`config.mk`:
```
export PLATFORM = sky130hd
export DESIGN_NAME = websocket_frame_unmasker_core
export DESIGN_NICKNAME = d
export VERILOG_FILES = /design/src/hdl/wsu_pkg.sv /design/src/hdl/websocket_frame_unmasker_core.sv
export SDC_FILE = /design/constraint.sdc
export NUM_CORES = 1
export LEC_CHECK = 0
export BUFFER_PORTS_ARGS = -buffer_cell sky130_fd_sc_hd__buf_2
export CORE_ASPECT_RATIO = 0.8
export CORE_MARGIN = 2
export CORE_UTILIZATION = 55
export DETAILED_ROUTE_END_ITERATION = 7
export PLACE_DENSITY = 0.76
export SLEW_MARGIN = 10
export SYNTH_ARGS = -nofsm -noshare
export SYNTH_HDL_FRONTEND = slang
export SYNTH_SLANG_ARGS = --single-unit
```
`constraint.sdc`:
```
create_clock -name clk -period 3.6 [get_ports clk]
set_clock_uncertainty 0.05 [all_clocks]
set_input_delay 0.36 -clock clk [delete_from_list [all_inputs] [get_ports clk]]
set_output_delay 0.36 -clock clk [all_outputs]
set_load 0.1 [all_outputs]
```
`src/hdl/wsu_pkg.sv`:
```
// Package for the WebSocket frame unmasker: frame constants, result kinds
// and the result descriptor type. No dependencies.
package wsu_pkg;

    localparam int MAX_PAYLOAD_BYTES = 125;
    localparam int HDR_BYTES         = 6;
    localparam int MIN_CHUNK         = 7;
    localparam int BUF_BYTES         = MAX_PAYLOAD_BYTES + 2;

    localparam logic [6:0] OP_CONT  = 7'd0;
    localparam logic [6:0] OP_TEXT  = 7'd1;
    localparam logic [6:0] OP_BIN   = 7'd2;
    localparam logic [6:0] OP_CLOSE = 7'd8;
    localparam logic [6:0] OP_PING  = 7'd9;

    localparam logic [7:0] PONG_HDR = 8'h8A;
    localparam logic [7:0] CLOSED_BYTE = 8'h00;
    // Error frame, sent from entry 0 upward.
    localparam logic [3:0][7:0] ERR_FRAME = {8'h00, 8'h80, 8'h02, 8'h82};

    typedef enum logic [1:0] {
        KIND_APP    = 2'd0,
        KIND_PONG   = 2'd1,
        KIND_ERR    = 2'd2,
        KIND_CLOSED = 2'd3
    } kind_t;

    // Up to four result beats caused by one input beat.
    typedef struct packed {
        logic [3:0][7:0] data;
        logic [3:0]      first;
        logic [1:0]      last_idx;
        kind_t           kind;
        logic [3:0]      opcode;
        logic            term;
    } desc_t;

endpackage

```
`src/hdl/websocket_frame_unmasker_core.sv`:
```
// Top level of the WebSocket frame unmasker: header capture, payload unmask
// and result sequencing. Depends on wsu_pkg.
//
// The first result of an input beat is shown in the cycle after it is accepted.
// One input beat per cycle while the result register is free; a beat with more
// than one result holds the input until its final result leaves, one beat per
// cycle while out_stall is low. Async active-low reset clears the frame state
// and opens the link; the mask key is undefined until a header loads it.
module websocket_frame_unmasker_core (
    input  logic       clk,
    input  logic       rst_n,
    input  logic       in_valid,
    output logic       in_stall,
    input  logic [7:0] rx_byte,
    input  logic       chunk_end,
    output logic       out_valid,
    input  logic       out_stall,
    output logic [7:0] out_byte,
    output logic [1:0] out_kind,
    output logic [3:0] out_opcode,
    output logic       first_of_frame,
    output logic       last,
    output logic       terminated
);
    import wsu_pkg::*;

    localparam logic [6:0] BufBytes = 7'(BUF_BYTES);
    localparam logic [6:0] HdrBytes = 7'(HDR_BYTES);
    localparam logic [6:0] MinChunk = 7'(MIN_CHUNK);
    localparam logic [6:0] MaxLen   = 7'(MAX_PAYLOAD_BYTES);

    logic [6:0] bp_reg, bp_next;
    logic [6:0] op_reg, op_next;
    logic [6:0] len_reg, len_next;
    logic [6:0] dc_reg, dc_next;
    logic       closed_reg, closed_next;
    logic [7:0] mask_reg [4];
    logic       mask_we;
    logic [1:0] mask_idx;

    logic       vld_reg, vld_next;
    logic [1:0] idx_reg, idx_next;
    desc_t      desc_reg, desc_next;
    logic       load;

    logic       in_acc;
    logic       out_acc;
    logic [7:0] unmasked;

    assign out_acc  = vld_reg && !out_stall;
    // The result register frees up when its final beat leaves this cycle.
    assign in_stall = vld_reg && !(out_acc && (idx_reg == desc_reg.last_idx));
    assign in_acc   = in_valid && !in_stall;
    assign unmasked = rx_byte ^ mask_reg[dc_reg[1:0]];

    always_comb
    begin
        bp_next     = bp_reg;
        op_next     = op_reg;
        len_next    = len_reg;
        dc_next     = dc_reg;
        closed_next = closed_reg;
        mask_we     = 1'b0;
        mask_idx    = 2'(bp_reg[1:0] - 2'd2);
        load        = 1'b0;
        desc_next   = desc_reg;
        desc_next.first    = 4'b0000;
        desc_next.last_idx = 2'd0;
        desc_next.term     = 1'b0;

        if (in_acc && !closed_reg)
        begin
            if (bp_reg < BufBytes)
            begin
                if (bp_reg == 7'd0)
                begin
                    op_next = rx_byte[6:0];
                end
                else if (bp_reg == 7'd1)
                begin
                    len_next = rx_byte[6:0];
                end
                else if (bp_reg < HdrBytes)
                begin
                    mask_we = 1'b1;
                end
                else if (op_reg == OP_CLOSE)
                begin
                    if (bp_reg == HdrBytes)
                    begin
                        load              = 1'b1;
                        desc_next.data[0] = CLOSED_BYTE;
                        desc_next.kind    = KIND_CLOSED;
                        desc_next.term    = 1'b1;
                        closed_next       = 1'b1;
                    end
                end
                else if (op_reg == OP_CONT || op_reg == OP_TEXT || op_reg == OP_BIN)
                begin
                    if (dc_reg < len_reg)
                    begin
                        load               = 1'b1;
                        desc_next.data[0]  = unmasked;
                        desc_next.first[0] = (dc_reg == 7'd0);
                        desc_next.kind     = KIND_APP;
                        dc_next            = dc_reg + 7'd1;
                    end
                end
                else if (op_reg == OP_PING && len_reg <= MaxLen)
                begin
                    desc_next.kind = KIND_PONG;
                    if (bp_reg == HdrBytes)
                    begin
                        // Pong header goes out ahead of the first echoed byte.
                        load               = 1'b1;
                        desc_next.data[0]  = PONG_HDR;
                        desc_next.data[1]  = {1'b0, len_reg};
                        desc_next.data[2]  = unmasked;
                        desc_next.last_idx = (dc_reg < len_reg) ? 2'd2 : 2'd1;
                        desc_next.first[2] = (dc_reg == 7'd0) && (dc_reg < len_reg);
                        if (dc_reg < len_reg)
                        begin
                            dc_next = dc_reg + 7'd1;
                        end
                    end
                    else if (dc_reg < len_reg)
                    begin
                        load               = 1'b1;
                        desc_next.data[0]  = unmasked;
                        desc_next.first[0] = (dc_reg == 7'd0);
                        dc_next            = dc_reg + 7'd1;
                    end
                end
                bp_next = bp_reg + 7'd1;
            end

            if (chunk_end && !closed_next)
            begin
                // A short chunk only ever holds header bytes, so the error
                // frame never competes with payload results.
                if (bp_next < MinChunk)
                begin
                    load               = 1'b1;
                    desc_next.data     = ERR_FRAME;
                    desc_next.first    = 4'b0000;
                    desc_next.last_idx = 2'd3;
                    desc_next.kind     = KIND_ERR;
                    desc_next.term     = 1'b1;
                    closed_next        = 1'b1;
                end
                bp_next = 7'd0;
                dc_next = 7'd0;
            end
        end
        desc_next.opcode = op_next[3:0];

        vld_next = vld_reg;
        idx_next = idx_reg;
        if (load)
        begin
            vld_next = 1'b1;
            idx_next = 2'd0;
        end
        else if (out_acc)
        begin
            if (idx_reg == desc_reg.last_idx)
            begin
                vld_next = 1'b0;
            end
            else
            begin
                idx_next = idx_reg + 2'd1;
            end
        end
    end

    always_ff @(posedge clk or negedge rst_n)
    begin
        if (!rst_n)
        begin
            bp_reg     <= '0;
            op_reg     <= '0;
            len_reg    <= '0;
            dc_reg     <= '0;
            closed_reg <= 1'b0;
            vld_reg    <= 1'b0;
            idx_reg    <= '0;
        end
        else
        begin
            bp_reg     <= bp_next;
            op_reg     <= op_next;
            len_reg    <= len_next;
            dc_reg     <= dc_next;
            closed_reg <= closed_next;
            vld_reg    <= vld_next;
            idx_reg    <= idx_next;
        end
    end

    always_ff @(posedge clk)
    begin
        if (load)
        begin
            desc_reg <= desc_next;
        end
        if (mask_we)
        begin
            mask_reg[mask_idx] <= rx_byte;
        end
    end

    assign out_valid      = vld_reg;
    assign out_byte       = desc_reg.data[idx_reg];
    assign out_kind       = desc_reg.kind;
    assign out_opcode     = desc_reg.opcode;
    assign first_of_frame = desc_reg.first[idx_reg];
    assign last           = (idx_reg == desc_reg.last_idx);
    assign terminated     = desc_reg.term;

    a_stall_only_when_busy: assert property (@(posedge clk) disable iff (!rst_n)
        in_stall |-> out_valid)
        else $error("input stalled with no result pending");

    a_term_means_closed: assert property (@(posedge clk) disable iff (!rst_n)
        (out_valid && terminated) |-> closed_reg)
        else $error("termination beat while link still open");

    a_first_only_payload: assert property (@(posedge clk) disable iff (!rst_n)
        (out_valid && first_of_frame) |-> (out_kind == KIND_APP || out_kind == KIND_PONG))
        else $error("first_of_frame on a non-payload beat");

    a_idx_in_range: assert property (@(posedge clk) disable iff (!rst_n)
        out_valid |-> (idx_reg <= desc_reg.last_idx))
        else $error("result index past last beat");

    a_count_within_len: assert property (@(posedge clk) disable iff (!rst_n)
        dc_reg <= len_reg)
        else $error("delivered count exceeds header length");

endmodule
```
Yosys cells after proc, flatten, opt, wreduce, memory -nomap -nowiden --
Memory sizes are Yosys's and may differ from the RTL's. Index checks and enable logic that the tools add are counted.
Word-level totals: RAM bits 32, bits in registers 69, latch bits 0, ROM bits 0, memories kept 1, input bits 13
Memory list:
- mask_reg | words 4, bits a word 8, rd ports 1, clocked after Yosys merged registers in 0, wr ports 1, RTL line websocket_frame_unmasker_core.sv:37 | logic [7:0] mask_reg [4];
Operators by class: reductions and logical operators 29, add/sub/neg operators 4, shifts and indexed selects 0, bitwise operators 2, mux-type cells 100, multiply operators 0, $lt $le $gt $ge 6, divide/modulo/power cells 0, equality and inequality tests 12
Operators with widths (count):
- two-way mux 24 bit | 5
- two-way mux 7 bit | 12
- two-way mux 32 bit | 2
- two-way mux 1 bit | 51
- two-way mux 16 bit | 3
- two-way mux 8 bit | 6
- two-way mux 5 bit | 5
- zero test 7 bit | 3
- two-way mux 2 bit | 10
- binary-select mux 8 bit (select 2 bit) | 1
- adder 7 x 1 -> 7 bit (second input constant) | 2
- == test 7 x 1 -> 1 bit (second input constant) | 2
- == test 7 x 4 -> 1 bit (second input constant) | 2
- < comparator 7 x 3 -> 1 bit (second input constant) | 2
- two-way mux 4 bit | 3
- inequality test 2 x 1 -> 1 bit (second input constant) | 5
- logical AND 1 bit | 8
- AND reduction 2 bit | 4
- bitwise XOR 8 bit | 1
- == test 7 x 2 -> 1 bit (second input constant) | 1
- == test 7 x 3 -> 1 bit (second input constant) | 1
- <= comparator 7 bit (second input constant) | 1
- < comparator 7 bit | 1
- < comparator 7 bit (second input constant) | 1
- other kinds (14) | 21

Longest topological paths before layout --
depth after elaboration 15, depth in mapped cells 11, depth with buffers taken out 8

Worst setup path before layout --
Ideal clock, no wire load.
path kind flip-flop to flip-flop, from reg bp_reg[0], to reg desc_reg[13] (netlist name) (enable), arrival 3.232 ns, slack -0.100 ns, clock period less this slack 3.700 ns, required time 3.132 ns, cell stages (with the launch flop) 11, buffers on the path 3, path through dfrtp_1 -> inv_1 -> ha_1 -> and2_1 -> and2_0 -> a31o_1 -> buf_6 -> or2_2 -> buf_6 -> buf_8 -> a21oi_1
Between the ends: cells in the longest elaborated chain, start to end 13
Ends and longest elaborated chain:
- from (decl) | RTL line websocket_frame_unmasker_core.sv:32 | logic [6:0] bp_reg, bp_next;
- from (signal assigned) | RTL line websocket_frame_unmasker_core.sv:191 | bp_reg <= bp_next;
- parallel branches: the longest is 10 deep, another holds adder 7 x 1 -> 7 bit
- two-way mux 1 bit * | RTL line websocket_frame_unmasker_core.sv:137 | if (chunk_end && !closed_next)
- two-way mux 1 bit * | RTL line websocket_frame_unmasker_core.sv:71 | if (in_acc && !closed_reg)
- AND reduction 2 bit (no source line) *
- to (signal assigned) | RTL line websocket_frame_unmasker_core.sv:205 | desc_reg <= desc_next;
- to (decl) | RTL line websocket_frame_unmasker_core.sv:43 | desc_t desc_reg, desc_next;
Every way passes the cells marked *. The select of a mux whose other input is x is not followed. A chain may end at the register's enable or synchronous reset.

Worst setup path in the final report --
from reg len_reg[2], to reg desc_reg[7] (netlist name) (enable)
Between the ends: cells in the longest elaborated chain, start to end 13
Ends and longest elaborated chain:
- from (decl) | RTL line websocket_frame_unmasker_core.sv:34 | logic [6:0] len_reg, len_next;
- from (signal assigned) | RTL line websocket_frame_unmasker_core.sv:193 | len_reg <= len_next;
- < comparator 7 bit | RTL line websocket_frame_unmasker_core.sv:100, websocket_frame_unmasker_core.sv:126
- two-way mux 1 bit | RTL line websocket_frame_unmasker_core.sv:100, websocket_frame_unmasker_core.sv:126
- two-way mux 1 bit | RTL line websocket_frame_unmasker_core.sv:112 | if (bp_reg == HdrBytes)
- two-way mux 1 bit | RTL line websocket_frame_unmasker_core.sv:109 | else if (op_reg == OP_PING && len_reg <= MaxLen)
- two-way mux 1 bit * | RTL line websocket_frame_unmasker_core.sv:98 | else if (op_reg == OP_CONT || op_reg == OP_TEXT || op_reg == OP_BIN)
- two-way mux 1 bit * | RTL line websocket_frame_unmasker_core.sv:87 | else if (op_reg == OP_CLOSE)
- two-way mux 1 bit * | RTL line websocket_frame_unmasker_core.sv:83 | else if (bp_reg < HdrBytes)
- two-way mux 1 bit * | RTL line websocket_frame_unmasker_core.sv:79 | else if (bp_reg == 7'd1)
- two-way mux 1 bit * | RTL line websocket_frame_unmasker_core.sv:75 | if (bp_reg == 7'd0)
- two-way mux 1 bit * | RTL line websocket_frame_unmasker_core.sv:73 | if (bp_reg < BufBytes)
- two-way mux 1 bit | RTL line websocket_frame_unmasker_core.sv:141 | if (bp_next < MinChunk)
- two-way mux 1 bit * | RTL line websocket_frame_unmasker_core.sv:137
- two-way mux 1 bit * | RTL line websocket_frame_unmasker_core.sv:71
- net load | RTL line websocket_frame_unmasker_core.sv:44 | logic load;
The timed path passes the listed nets; every way through them passes the cells marked *.

==> metrics.md <==
| Metric | Value |
|---|---|
| Run status | completed |
| CP Cell Sequence | inv_1 -> ha_1 -> a21o_1 -> a31oi_1 -> o221a_2 -> a21oi_1 -> or2_2 -> a21oi_1 |
| Fmax | 0.308 GHz |
| Top Family by Delay on Critical Path | compound AO/OA/AOI/OAI gates |
| Placed Instances | roughly 570 |
| Commonest cells post-synth | edfxtp_1 (67), nand2_1 (52), a21oi_1 (35), dfrtp_1 (32), o21ai_0 (22) |
| Reg2reg path depth | 8 |
| Die area | roughly 10000 um2 |
| Overflow after GRT | 0 |
| CTS tree | done |
| Root Buffer | clkbuf_16 |
| Nets | between 400 and 500 |
| Final setup violating endpoints | 0 |
| Synth Area per Inst | 11.7 um2 |
| Count of final hold-check violations | 0 |
| Routed wire length | between 10000 and 15000 um |
| Count leader, synth | edfxtp_1 |
| Initial Utilization | between 50% and 60% |
| Yosys reg bits | 99 |
| Share of cells above drive strength 1 | a little over a fifth |
| Synthesized Nets | roughly 460 |
| Crit share post-route | ~90% |
| Max rail drop VDD | 0.674 mV |
| Total number of vias | between 3000 and 4000 |
| Max FO, Critical Path | 9 |
| Width of the chip | roughly 110 um |
| Initial antenna violation count | 0 |
| RSZ-0062 raised after global routing | false |
| Worst Path Arrival | ~3200 ps |
| TritonCTS buffer count | 9 |
| Power per cell area | roughly 840 nW/um2 |
| Vias in the first global route | around 3300 |
| Crit path kind | flop to flop |
| Antenna fix cells | 0 |
| Clk buf depth | 2 |
| Count of different cell masters after synthesis | 64 |
| Mux cell area share after synthesis | around 8.6% |
| Io pins | 32 |
| Row cnt | 31 |
| Gpl congestion | 0.927 |
| DPL Wire Length | between 8000 and 9000 um |
| Cell mode on critical path | a21oi_1 |
| Worst-margin pin slew | ~1000 ps |
| Post_cts resized | 0 |
| Largest net degree at the start of global routing | 33 |
| Synth Instances | about 440 |
| Post-CTS Setup Inserts | 0 |
| CP peak stage delay | 820 ps |
| Routed len/inst | approximately 19 um |
| Final ANT Viol Nets | 0 |
| Final Worst Setup Slack | roughly 350 ps |
| Clk_lat worst skew | about 350 ps |
| Die Ht | 90.3 um |
| Max-slew violation count | 0 |
| Pwr Total | 0.00472 W |
| Worst-path clk slew | around 70 ps |
| Layout area overhead | 10.5% |
| Main flop type after synthesis | edfxtp_1 |
| Maxcap violations | 0 |
| Area leader, netlist | edfxtp_1 |
| Max FFs per register | 32 |
| Hold slack | about 7 ps |
| Non-filler cells in the finished layout | approximately 580 |
| Simple-gate portion of the synthesized area | between 10% and 20% |
| IO buf count | 31 |
| Via-to-Cell Ratio | a little over 6 |
| Leakage Power | ~2.2 nW |
| DRT iter0 DRCs | around 400 |
| First-pass GRT wire length | roughly 18000 um |
| Largest family of logic cells by synthesized area | simple AND/OR/NAND/NOR gates |
| Critical Path RT | approximately 3500 ps |
| Worst hold path type | input pin to async pin |
| Top cells by area, synth | edfxtp_1 (39%), dfrtp_1 (16%), nand2_1 (3.8%) |
| Adder-Cell Fraction of Synth Area | under 10% |
| Max_slew headroom | around a third |
| Share of Yosys cell area claimed by the top area cell type | between 30% and 40% |
| DP Worst Slack | about 380 ps |
| Worst setup SP type | flop |
| EDFF count, synth | 67 |
| Crit path time final | roughly 3300 ps |
| # DRC | 0 |
| FFs w/ async S/R, synth | around 32% |
| Yosys warning total | 0 |
| Total negative setup slack | 0 ps |
| Buf/Inv on CP | 1 |
| Seq/Total Area, Yosys | 55.0% |
| WP depth | 8 |
| Compound-Gate Fraction of Synth Area | 12.0% |
| H-tree Lvls | 3 |
| Core area | between 9000 and 10000 um2 |
| Synth Area in XOR/XNOR | 2.57% |
| Worst path slowest cell | a21oi_1 |
| First drt pass iteration count | 5 |
| Clock Sinks | slightly below 100 |
| Worst setup EP type | flop |
| Synthesized cell area | about 5100 um2 |
| Hold Buf Count CTS | 0 |
| GRT Total Usage | between 20% and 30% |
-- routing by layer --
layer	wire [um]	GRT usage [%]
met1	5440	36.1
met2	4980	33.9
met3	726	4.16
met4	129	6.69
met5	0	0
-- layout make-up --
cell class              count  area [um2]
flip-flops and latches     99        2810
clock buffers              10         229
inverters                  16        60.1
multi-input cells         296        2090
clock inverters             6        78.8
fillers                   739        3380
repair buffers             42         238
well taps                 115         144
-- cell families after synthesis --
logic type / count (synthesis)
AND/OR/NAND/NOR: 140
flip-flops: 99
AO/OA/AOI/OAI: 97
buffers and inverters: 41
multiplexers: 32
XOR/XNOR: 15
adder cells (fa/ha/maj): 12
-- layout by cell type, fill, tap and decap left out, drive strengths merged, types with 11 or more instances in the layout --
cell	Yosys	layout
inv	16	20
dfrtp	32	32
mux2	15	15
nand2	52	52
nand3	11	11
edfxtp	67	67
nand4	11	11
ha	12	12
a21oi	35	35
buf	17	42
nor2	21	21
o21ai	23	23
-- path summary, 6_finish.rpt --
| kind | from | end | slack, ps |
|---|---|---|---|
| max in group asynchronous | rst_n | dc_reg[6] | 3040 |
| worst min-delay path | rst_n | bp_reg[0] | 7 |
| worst min register to register | op_reg[6] | op_reg[6] | 500 |
| min in group clk | rx_byte[7] | mask_reg[0][7] | 210 |
| worst max register to register | len_reg[2] | desc_reg[7] | 350 |
| worst max-delay path | len_reg[2] | desc_reg[7] | 350 |
-- per-stage QoR --
| stage | area [um2] | utilization [%] |
|---|---|---|
| floorplan | 5120 | - |
| global placement | 5350 | 59.1 |
| detailed placement | 5350 | 59.1 |
| CTS | 5650 | 62.6 |
| global route | 5650 | 62.6 |
| finish | 5650 | 62.6 |
-- power breakdown --
group | total, W | switching, W | internal [W]
logic | 0.00208 | 0.00143 | 0.000642
registers | 0.00165 | 0.000216 | 0.00144
clock network | 0.000996 | 0.000441 | 0.000555
total | 0.00472 | 0.00209 | 0.00263
No activity file was read; power rests on OpenSTA's default activity.
